<file path="config.mk">
export PLATFORM = sky130hd
export DESIGN_NAME = modular_inverse
export DESIGN_NICKNAME = d
export VERILOG_FILES = /design/src/sv/minv_pkg.sv /design/src/sv/modular_inverse.sv /design/src/sv/minv_datapath.sv /design/src/sv/minv_ctrl.sv
export SDC_FILE = /design/constraint.sdc
export NUM_CORES = 1
export LEC_CHECK = 0
export BUFFER_PORTS_ARGS = -buffer_cell sky130_fd_sc_hd__buf_4
export CAP_MARGIN = 20
export CORE_ASPECT_RATIO = 1.1
export CORE_MARGIN = 8
export CORE_UTILIZATION = 55
export CTS_CLUSTER_SIZE = 10
export DETAILED_ROUTE_END_ITERATION = 8
export GPL_TIMING_DRIVEN = 0
export PLACE_DENSITY_LB_ADDON = 0.1
export SLEW_MARGIN = 20
export SYNTH_ARGS = -nofsm -noshare
export SYNTH_HDL_FRONTEND = slang
export SYNTH_SLANG_ARGS = --single-unit
</file>
<file path="constraint.sdc">
create_clock -name aclk -period 16.8 [get_ports aclk]
set_input_delay 2.52 -clock aclk [delete_from_list [all_inputs] [get_ports aclk]]
set_output_delay 2.52 -clock aclk [all_outputs]
set_load 0.005 [all_outputs]
</file>
<file path="src/sv/minv_pkg.sv">
// Package for the modular inverse block: widths, controller commands and status.
package minv_pkg;
    localparam int unsigned WIDTH_DEF = 32;

    typedef struct packed {
        logic load;     // capture operands, start reduction
        logic div_go;   // start a division old_r / r
        logic step;     // apply quotient to coefficient chain
        logic mul_go;   // start q * t multiply
    } minv_cmd_t;

    typedef struct packed {
        logic div_busy;
        logic mul_busy;
        logic r_zero;
        logic a_zero;
        logic gcd_one;
    } minv_sts_t;
endpackage

</file>
<file path="src/sv/modular_inverse.sv">
// Top level of the modular inverse block (extended Euclid, iterative).
// Operation: a divide reduces the value, then each Euclid step runs a divide
//   and a multiply whose length is set by the quotient length.
// Throughput: one beat at a time; the next input beat is taken after the
//   result beat is accepted. Bit-serial divider and multiplier set the rate.
// Reset: aresetn synchronous active low clears controller and unit busy flags.
module modular_inverse import minv_pkg::*; #(
    parameter int unsigned WIDTH = WIDTH_DEF
) (
    input  logic aclk,
    input  logic aresetn,
    input  logic s_tvalid,
    output logic s_tready,
    // value [WIDTH-1:0], modulus [2*WIDTH-2:WIDTH], zero fill to bytes
    input  logic [((2*WIDTH-1+7)/8)*8-1:0] s_tdata,
    output logic m_tvalid,
    input  logic m_tready,
    // inverse [WIDTH-2:0], zero fill to bytes
    output logic [((WIDTH-1+7)/8)*8-1:0] m_tdata,
    // status: 1 = no inverse
    output logic m_tuser
);
    localparam int unsigned OW = ((WIDTH-1+7)/8)*8;
    minv_cmd_t cmd;
    minv_sts_t sts;
    logic ok;
    logic [WIDTH-2:0] inv;

    minv_ctrl u_ctrl (
        .aclk, .aresetn, .s_tvalid, .s_tready, .m_tvalid, .m_tready,
        .cmd, .sts, .ok
    );

    minv_datapath #(.WIDTH(WIDTH)) u_dp (
        .aclk, .aresetn, .cmd, .sts,
        .value_in(s_tdata[WIDTH-1:0]),
        .modulus_in(s_tdata[2*WIDTH-2:WIDTH]),
        .inverse_out(inv)
    );

    assign m_tdata = ok ? OW'(inv) : '0;
    assign m_tuser = ~ok;
endmodule

</file>
<file path="src/sv/minv_datapath.sv">
// Datapath: operand registers, shift-subtract divider, shift-add multiplier.
module minv_datapath import minv_pkg::*; #(
    parameter int unsigned WIDTH = WIDTH_DEF
) (
    input  logic               aclk,
    input  logic               aresetn,
    input  minv_cmd_t          cmd,
    output minv_sts_t          sts,
    input  logic [WIDTH-1:0]   value_in,
    input  logic [WIDTH-2:0]   modulus_in,
    output logic [WIDTH-2:0]   inverse_out
);
    localparam int unsigned MW = WIDTH - 1;
    localparam int unsigned CW = $clog2(WIDTH + 1);
    // coefficients stay within +-modulus
    localparam int unsigned TW = WIDTH + 1;

    logic [MW-1:0] m_reg, old_r_reg, r_reg, q_reg;
    logic [MW-1:0] m_next, old_r_next, r_next, q_next;
    logic neg_reg, neg_next, red_reg, red_next;
    logic signed [TW-1:0] old_t_reg, t_reg, old_t_next, t_next;

    // divider: numerator shifted in bit by bit
    logic [WIDTH-1:0] dnum_reg, dnum_next;
    logic [MW:0] drem_reg, drem_next;
    logic [MW-1:0] dden_reg, dden_next;
    logic [CW-1:0] dcnt_reg, dcnt_next;
    logic [CW-1:0] dlen_reg, dlen_next;
    logic dbusy_reg, dbusy_next;

    // multiplier: q * t, q bit-serial
    logic [MW-1:0] mq_reg, mq_next;
    logic signed [2*TW-1:0] macc_reg, macc_next, mt_reg, mt_next;
    logic mbusy_reg, mbusy_next;

    logic [MW:0] trial;
    logic [MW:0] drem_sh;

    always_comb begin
        old_r_next = old_r_reg; r_next = r_reg; q_next = q_reg; m_next = m_reg;
        neg_next = neg_reg; red_next = red_reg;
        old_t_next = old_t_reg; t_next = t_reg;
        dnum_next = dnum_reg; drem_next = drem_reg; dden_next = dden_reg;
        dcnt_next = dcnt_reg; dlen_next = dlen_reg; dbusy_next = dbusy_reg;
        mq_next = mq_reg; macc_next = macc_reg; mt_next = mt_reg; mbusy_next = mbusy_reg;
        drem_sh = {drem_reg[MW-1:0], dnum_reg[WIDTH-1]};
        trial = drem_sh - {1'b0, dden_reg};

        if (cmd.load) begin
            m_next = modulus_in;
            neg_next = value_in[WIDTH-1];
            // start reduction: mag % m
            dnum_next = value_in[WIDTH-1] ? (~value_in + 1'b1) : value_in;
            drem_next = '0;
            dden_next = modulus_in;
            dlen_next = CW'(WIDTH);
            dcnt_next = '0;
            dbusy_next = 1'b1;
            red_next = 1'b1;
            old_t_next = '0;
            t_next = TW'(1);
        end else if (cmd.div_go) begin
            dnum_next = {old_r_reg, 1'b0};
            drem_next = '0;
            dden_next = r_reg;
            dlen_next = CW'(MW);
            dcnt_next = '0;
            dbusy_next = 1'b1;
        end else if (dbusy_reg) begin
            if (trial[MW]) begin
                drem_next = drem_sh;
                q_next = {q_reg[MW-2:0], 1'b0};
            end else begin
                drem_next = trial;
                q_next = {q_reg[MW-2:0], 1'b1};
            end
            dnum_next = {dnum_reg[WIDTH-2:0], 1'b0};
            dcnt_next = dcnt_reg + 1'b1;
            if (dcnt_reg == dlen_reg - 1'b1) begin
                dbusy_next = 1'b0;
                if (red_reg) begin
                    red_next = 1'b0;
                    old_r_next = m_reg;
                    if (neg_reg && (trial[MW] ? drem_sh : trial) != '0)
                        r_next = m_reg - MW'(trial[MW] ? drem_sh : trial);
                    else
                        r_next = MW'(trial[MW] ? drem_sh : trial);
                end else begin
                    // remainder kept until step
                    drem_next = trial[MW] ? drem_sh : trial;
                end
            end
        end

        if (cmd.mul_go) begin
            mq_next = q_reg;
            mt_next = (2*TW)'(t_reg);
            macc_next = '0;
            mbusy_next = 1'b1;
        end else if (mbusy_reg) begin
            if (mq_reg[0]) macc_next = macc_reg + mt_reg;
            mq_next = mq_reg >> 1;
            mt_next = mt_reg <<< 1;
            if (mq_reg == '0) mbusy_next = 1'b0;
        end

        if (cmd.step) begin
            old_r_next = r_reg;
            r_next = MW'(drem_reg);
            old_t_next = t_reg;
            t_next = old_t_reg - TW'(macc_reg);
        end
    end

    always_ff @(posedge aclk) begin
        m_reg <= m_next; old_r_reg <= old_r_next; r_reg <= r_next; q_reg <= q_next;
        neg_reg <= neg_next;
        old_t_reg <= old_t_next; t_reg <= t_next;
        dnum_reg <= dnum_next; drem_reg <= drem_next; dden_reg <= dden_next;
        dcnt_reg <= dcnt_next; dlen_reg <= dlen_next;
        mq_reg <= mq_next; macc_reg <= macc_next; mt_reg <= mt_next;
        if (!aresetn) begin
            dbusy_reg <= 1'b0; mbusy_reg <= 1'b0; red_reg <= 1'b0;
        end else begin
            dbusy_reg <= dbusy_next; mbusy_reg <= mbusy_next; red_reg <= red_next;
        end
    end

    assign sts.div_busy = dbusy_reg;
    assign sts.mul_busy = mbusy_reg;
    assign sts.r_zero   = (r_reg == '0);
    assign sts.a_zero   = (m_reg == '0);
    assign sts.gcd_one  = (old_r_reg == MW'(1));
    // old_t within (-m, m): one conditional add normalizes
    assign inverse_out = old_t_reg[TW-1] ? MW'(old_t_reg + TW'(m_reg)) : MW'(old_t_reg);
endmodule

</file>
<file path="src/sv/minv_ctrl.sv">
// Controller: sequences reduction, divide, multiply and update steps.
module minv_ctrl import minv_pkg::*; (
    input  logic      aclk,
    input  logic      aresetn,
    input  logic      s_tvalid,
    output logic      s_tready,
    output logic      m_tvalid,
    input  logic      m_tready,
    output minv_cmd_t cmd,
    input  minv_sts_t sts,
    output logic      ok
);
    localparam logic [2:0] S_IDLE = 3'd0, S_RED = 3'd1, S_CHK = 3'd2,
                           S_DIV = 3'd3, S_MUL = 3'd4, S_DONE = 3'd5;
    logic [2:0] state_reg, state_next;
    logic ok_reg, ok_next, wait_reg, wait_next;

    always_comb begin
        state_next = state_reg; ok_next = ok_reg; wait_next = 1'b0;
        cmd = '0;
        unique case (state_reg)
            S_IDLE: if (s_tvalid) begin
                cmd.load = 1'b1; wait_next = 1'b1; state_next = S_RED;
            end
            S_RED: if (!wait_reg && !sts.div_busy) begin
                if (sts.a_zero || sts.r_zero) begin
                    ok_next = 1'b0; state_next = S_DONE;
                end else state_next = S_CHK;
            end
            S_CHK: if (sts.r_zero) begin
                ok_next = sts.gcd_one; state_next = S_DONE;
            end else begin
                cmd.div_go = 1'b1; wait_next = 1'b1; state_next = S_DIV;
            end
            S_DIV: if (!wait_reg && !sts.div_busy) begin
                cmd.mul_go = 1'b1; wait_next = 1'b1; state_next = S_MUL;
            end
            S_MUL: if (!wait_reg && !sts.mul_busy) begin
                cmd.step = 1'b1; state_next = S_CHK;
            end
            S_DONE: if (m_tready) state_next = S_IDLE;
            default: state_next = S_IDLE;
        endcase
    end

    always_ff @(posedge aclk) begin
        if (!aresetn) begin
            state_reg <= S_IDLE; ok_reg <= 1'b0; wait_reg <= 1'b0;
        end else begin
            state_reg <= state_next; ok_reg <= ok_next; wait_reg <= wait_next;
        end
    end

    assign s_tready = (state_reg == S_IDLE);
    assign m_tvalid = (state_reg == S_DONE);
    assign ok = ok_reg;
endmodule

</file>
==> results.md <==
* Status: completed
* Setup bufs post-CTS at 0
* Dominant cell type by area after synthesis: edfxtp_1
* Gpl congestion at 0.958
* Number of synthesized flops with an enable pin at around 320
* Initial core utilization at a little under three fifths
* Slew headroom at 34.0%
* Via Count at 21.0k
* Clock transition at path regs at about 0.060 ns
* Final period util at 66.2%
* Dpl hpwl at approximately 57000 um
* Routed WL at between 70000 and 80000 um
* Worst Path Arrival at 11.44 ns
* Syn Area/Cell at slightly above 9 sq um
* Final design utilization at between 60% and 70%
* Crit Path Class: reg2reg
* Die X at 218 um
* GRT overflow at 0
* Port buffer count at 100
* Non-Filler Instances at around 3.5k
* Post-synth top area share at approximately 39%
* DR WL/cell at between 20 and 25 um
* # clock sinks at roughly 400
* Mapped Nets at between 2k and 3k
* Design area at roughly 28000 sq um
* Post-synthesis sequential area ratio at 45.1%
* Min-delay worst type: reg2reg
* P&R area growth vs syn at 12.6%
* M1 GR Usage at a little over a third
* Final setup fails at 0
* Final worst slack at roughly 5.7 ns
* Core Region at around 44000 sq um
* Filler cells at roughly 3.8k
* Leakage Power at around 11 nW
* Hold Vio Cnt, Final at 0
* Leading cell type by number of instances after synthesis: nand2_1
* GRT busiest layer: met2
* Pwr per Cell Area at around 200 nW/um^2
* Highest net fanout along the worst path at 10
* Pin slew with the least headroom to its limit at 0.986 ns
* CTS Hold Buffers Added at 0
* Root buffer cell: clkbuf_16
* Height of the die at roughly 240 um
* Post-DP Area at ~26000 sq um
* Final clock skew at 0.0240 ns
* Dpl ws at approximately 5.9 ns
* Sequential Area at between 10000 and 15000 sq um
* Global Route Usage Sum at between 20% and 30%
* Setup TNS at 0 ns
* Grt met2 use at between 40% and 50%
* Total die area at roughly 52000 sq um
* Slowest-stage cell, CP: clkbuf_1
* Commonest cells post-synth: 502 x nand2_1, 318 x edfxtp_1, 228 x nor2_1, 164 x a21oi_1
* Crit path top cell by count: a21oi_1
* Pwr Total at 5.56 mW
* Post-cts resize count at 0
* Worst-case clock buffer depth at 3
* FP Rows at 81
* Post-synth top flop: edfxtp_1
* Pre-Repair DR Iteration Count at 5
* Critical Path Max Stage Delay at around 0.66 ns
* Layout cells sized above 1 at 7.63%
* Placed Cells at around 3.4k
* Post-Syn Area at 24700 sq um
* Startpoint Class: flop
* First-pass GRT wire length at roughly 110000 um
* Most area-consuming cells after synthesis: edfxtp_1 39%, nand2_1 7.6%, ha_1 7.3%
* TritonCTS clock tree: done
* Nets at around 3.1k
* Max VDD drop at 0.0944 mV
* CTS H-tree depth at 2
* Post-synthesis register bit count at approximately 400
* Hold Slack at between 0.4 and 0.5 ns
* Skew-Pair Late Insertion Delay at 0.60 ns
* Area of the multi-input gates at 12700 sq um
* Tmin final at 11.11 ns
* Synth Warn # at 0
* Cells after Synth at ~2.7k
* Fmax at 90.0 MHz
* Vias in the first global route at 20.3k
* Met3 usage at around 3.5%
* Antenna violations before repair at 1
* Max Slew Vio Count at 0
* Unique cell type count in the Yosys netlist at 87
* Initial drt markers at 1529
* Asr flop ratio synth at 0%
* RSZ-0062 raised after global routing: false
* Post-route DRC at 0
* Routed Antenna Nets at 0
* Via-to-Cell Ratio at ~6
* Crit path required time at roughly 17 ns
* Largest net degree at the start of global routing at 59
* Io pins at 103
* Setup crit end kind: flop
* Maxcap violations at 0
* TritonCTS buffer count at 48
-- layout by cell type (no fill, tap or decap), types with 64 or more instances in the layout --
master    netlist  routed
nor2_1        228     226
xor2_1         64      64
dfxtp_1        80      80
nand2_1       502     500
clkbuf_1       85     114
ha_1          145     145
buf_4           2     102
a21oi_1       164     164
edfxtp_1      318     318
o21ai_0       129     129
xnor2_1        79      79
inv_1         145     145
-- cell type report --
type | count | area share (%)
multi-input cells | 2049 | 45.4
flip-flops and latches | 398 | 40.0
clock buffers | 83 | 4.96
repair buffers | 107 | 3.25
well taps | 581 | 2.61
inverters | 147 | 1.98
plain buffers | 105 | 1.52
clock inverters | 6 | 0.216
diodes | 1 | 0.00898
-- final timing paths --
path / slack, ns / endpoint / startpoint / cells past startpoint
setup reg to reg: 5.69 / u_dp.r_reg[28]$_DFFE_PP_ / u_dp.dnum_reg[31]$_DFFE_PP_ / 38
hold reg to reg: 0.45 / u_dp.q_reg[24]$_DFFE_PP_ / u_dp.q_reg[23]$_DFFE_PP_ / 0
hold / removal: 0.45 / u_dp.q_reg[24]$_DFFE_PP_ / u_dp.q_reg[23]$_DFFE_PP_ / 0
setup / recovery: 5.69 / u_dp.r_reg[28]$_DFFE_PP_ / u_dp.dnum_reg[31]$_DFFE_PP_ / 38
-- where the power goes --
| group | leakage, nW | switching (mW) | internal [mW] |
|---|---|---|---|
| sequential | 3.66 | 0.174 | 1.38 |
| combinational | 6.87 | 1.84 | 1.19 |
| clock | 0.696 | 0.416 | 0.558 |
-- per-layer routing --
metal,vias to the layer above,share of wire (%),wire [um]
met1,10027,41,30700
met5,-,0,0
met3,184,6.3,4740
li1,10014,-,-
met4,0,5.8,4330
met2,765,47,35500
-- worst max-delay path: cells and delay by family (launching register included) --
kind / cells / cell delay, ns
compound gates: 24 / 5.82
fa+ha+maj: 4 / 1.49
buf+inv: 5 / 2.00
flops: 1 / 0.49
mux: 1 / 0.17
simple gates: 4 / 0.87
-- cells by family after synthesis --
logic type / after synthesis / synth area share (%)
and+or+nand+nor: 1099 / 20.2
AOI/OAI and AO/OA: 612 / 16.1
DFF: 398 / 45.1
buffers and inverters: 252 / 3.92
adders and majority gates: 155 / 7.94
xor gates and xnor gates: 143 / 5.06
muxes: 39 / 1.63
other: 1 / 0.0152
Power figures use the tool's default switching activity.
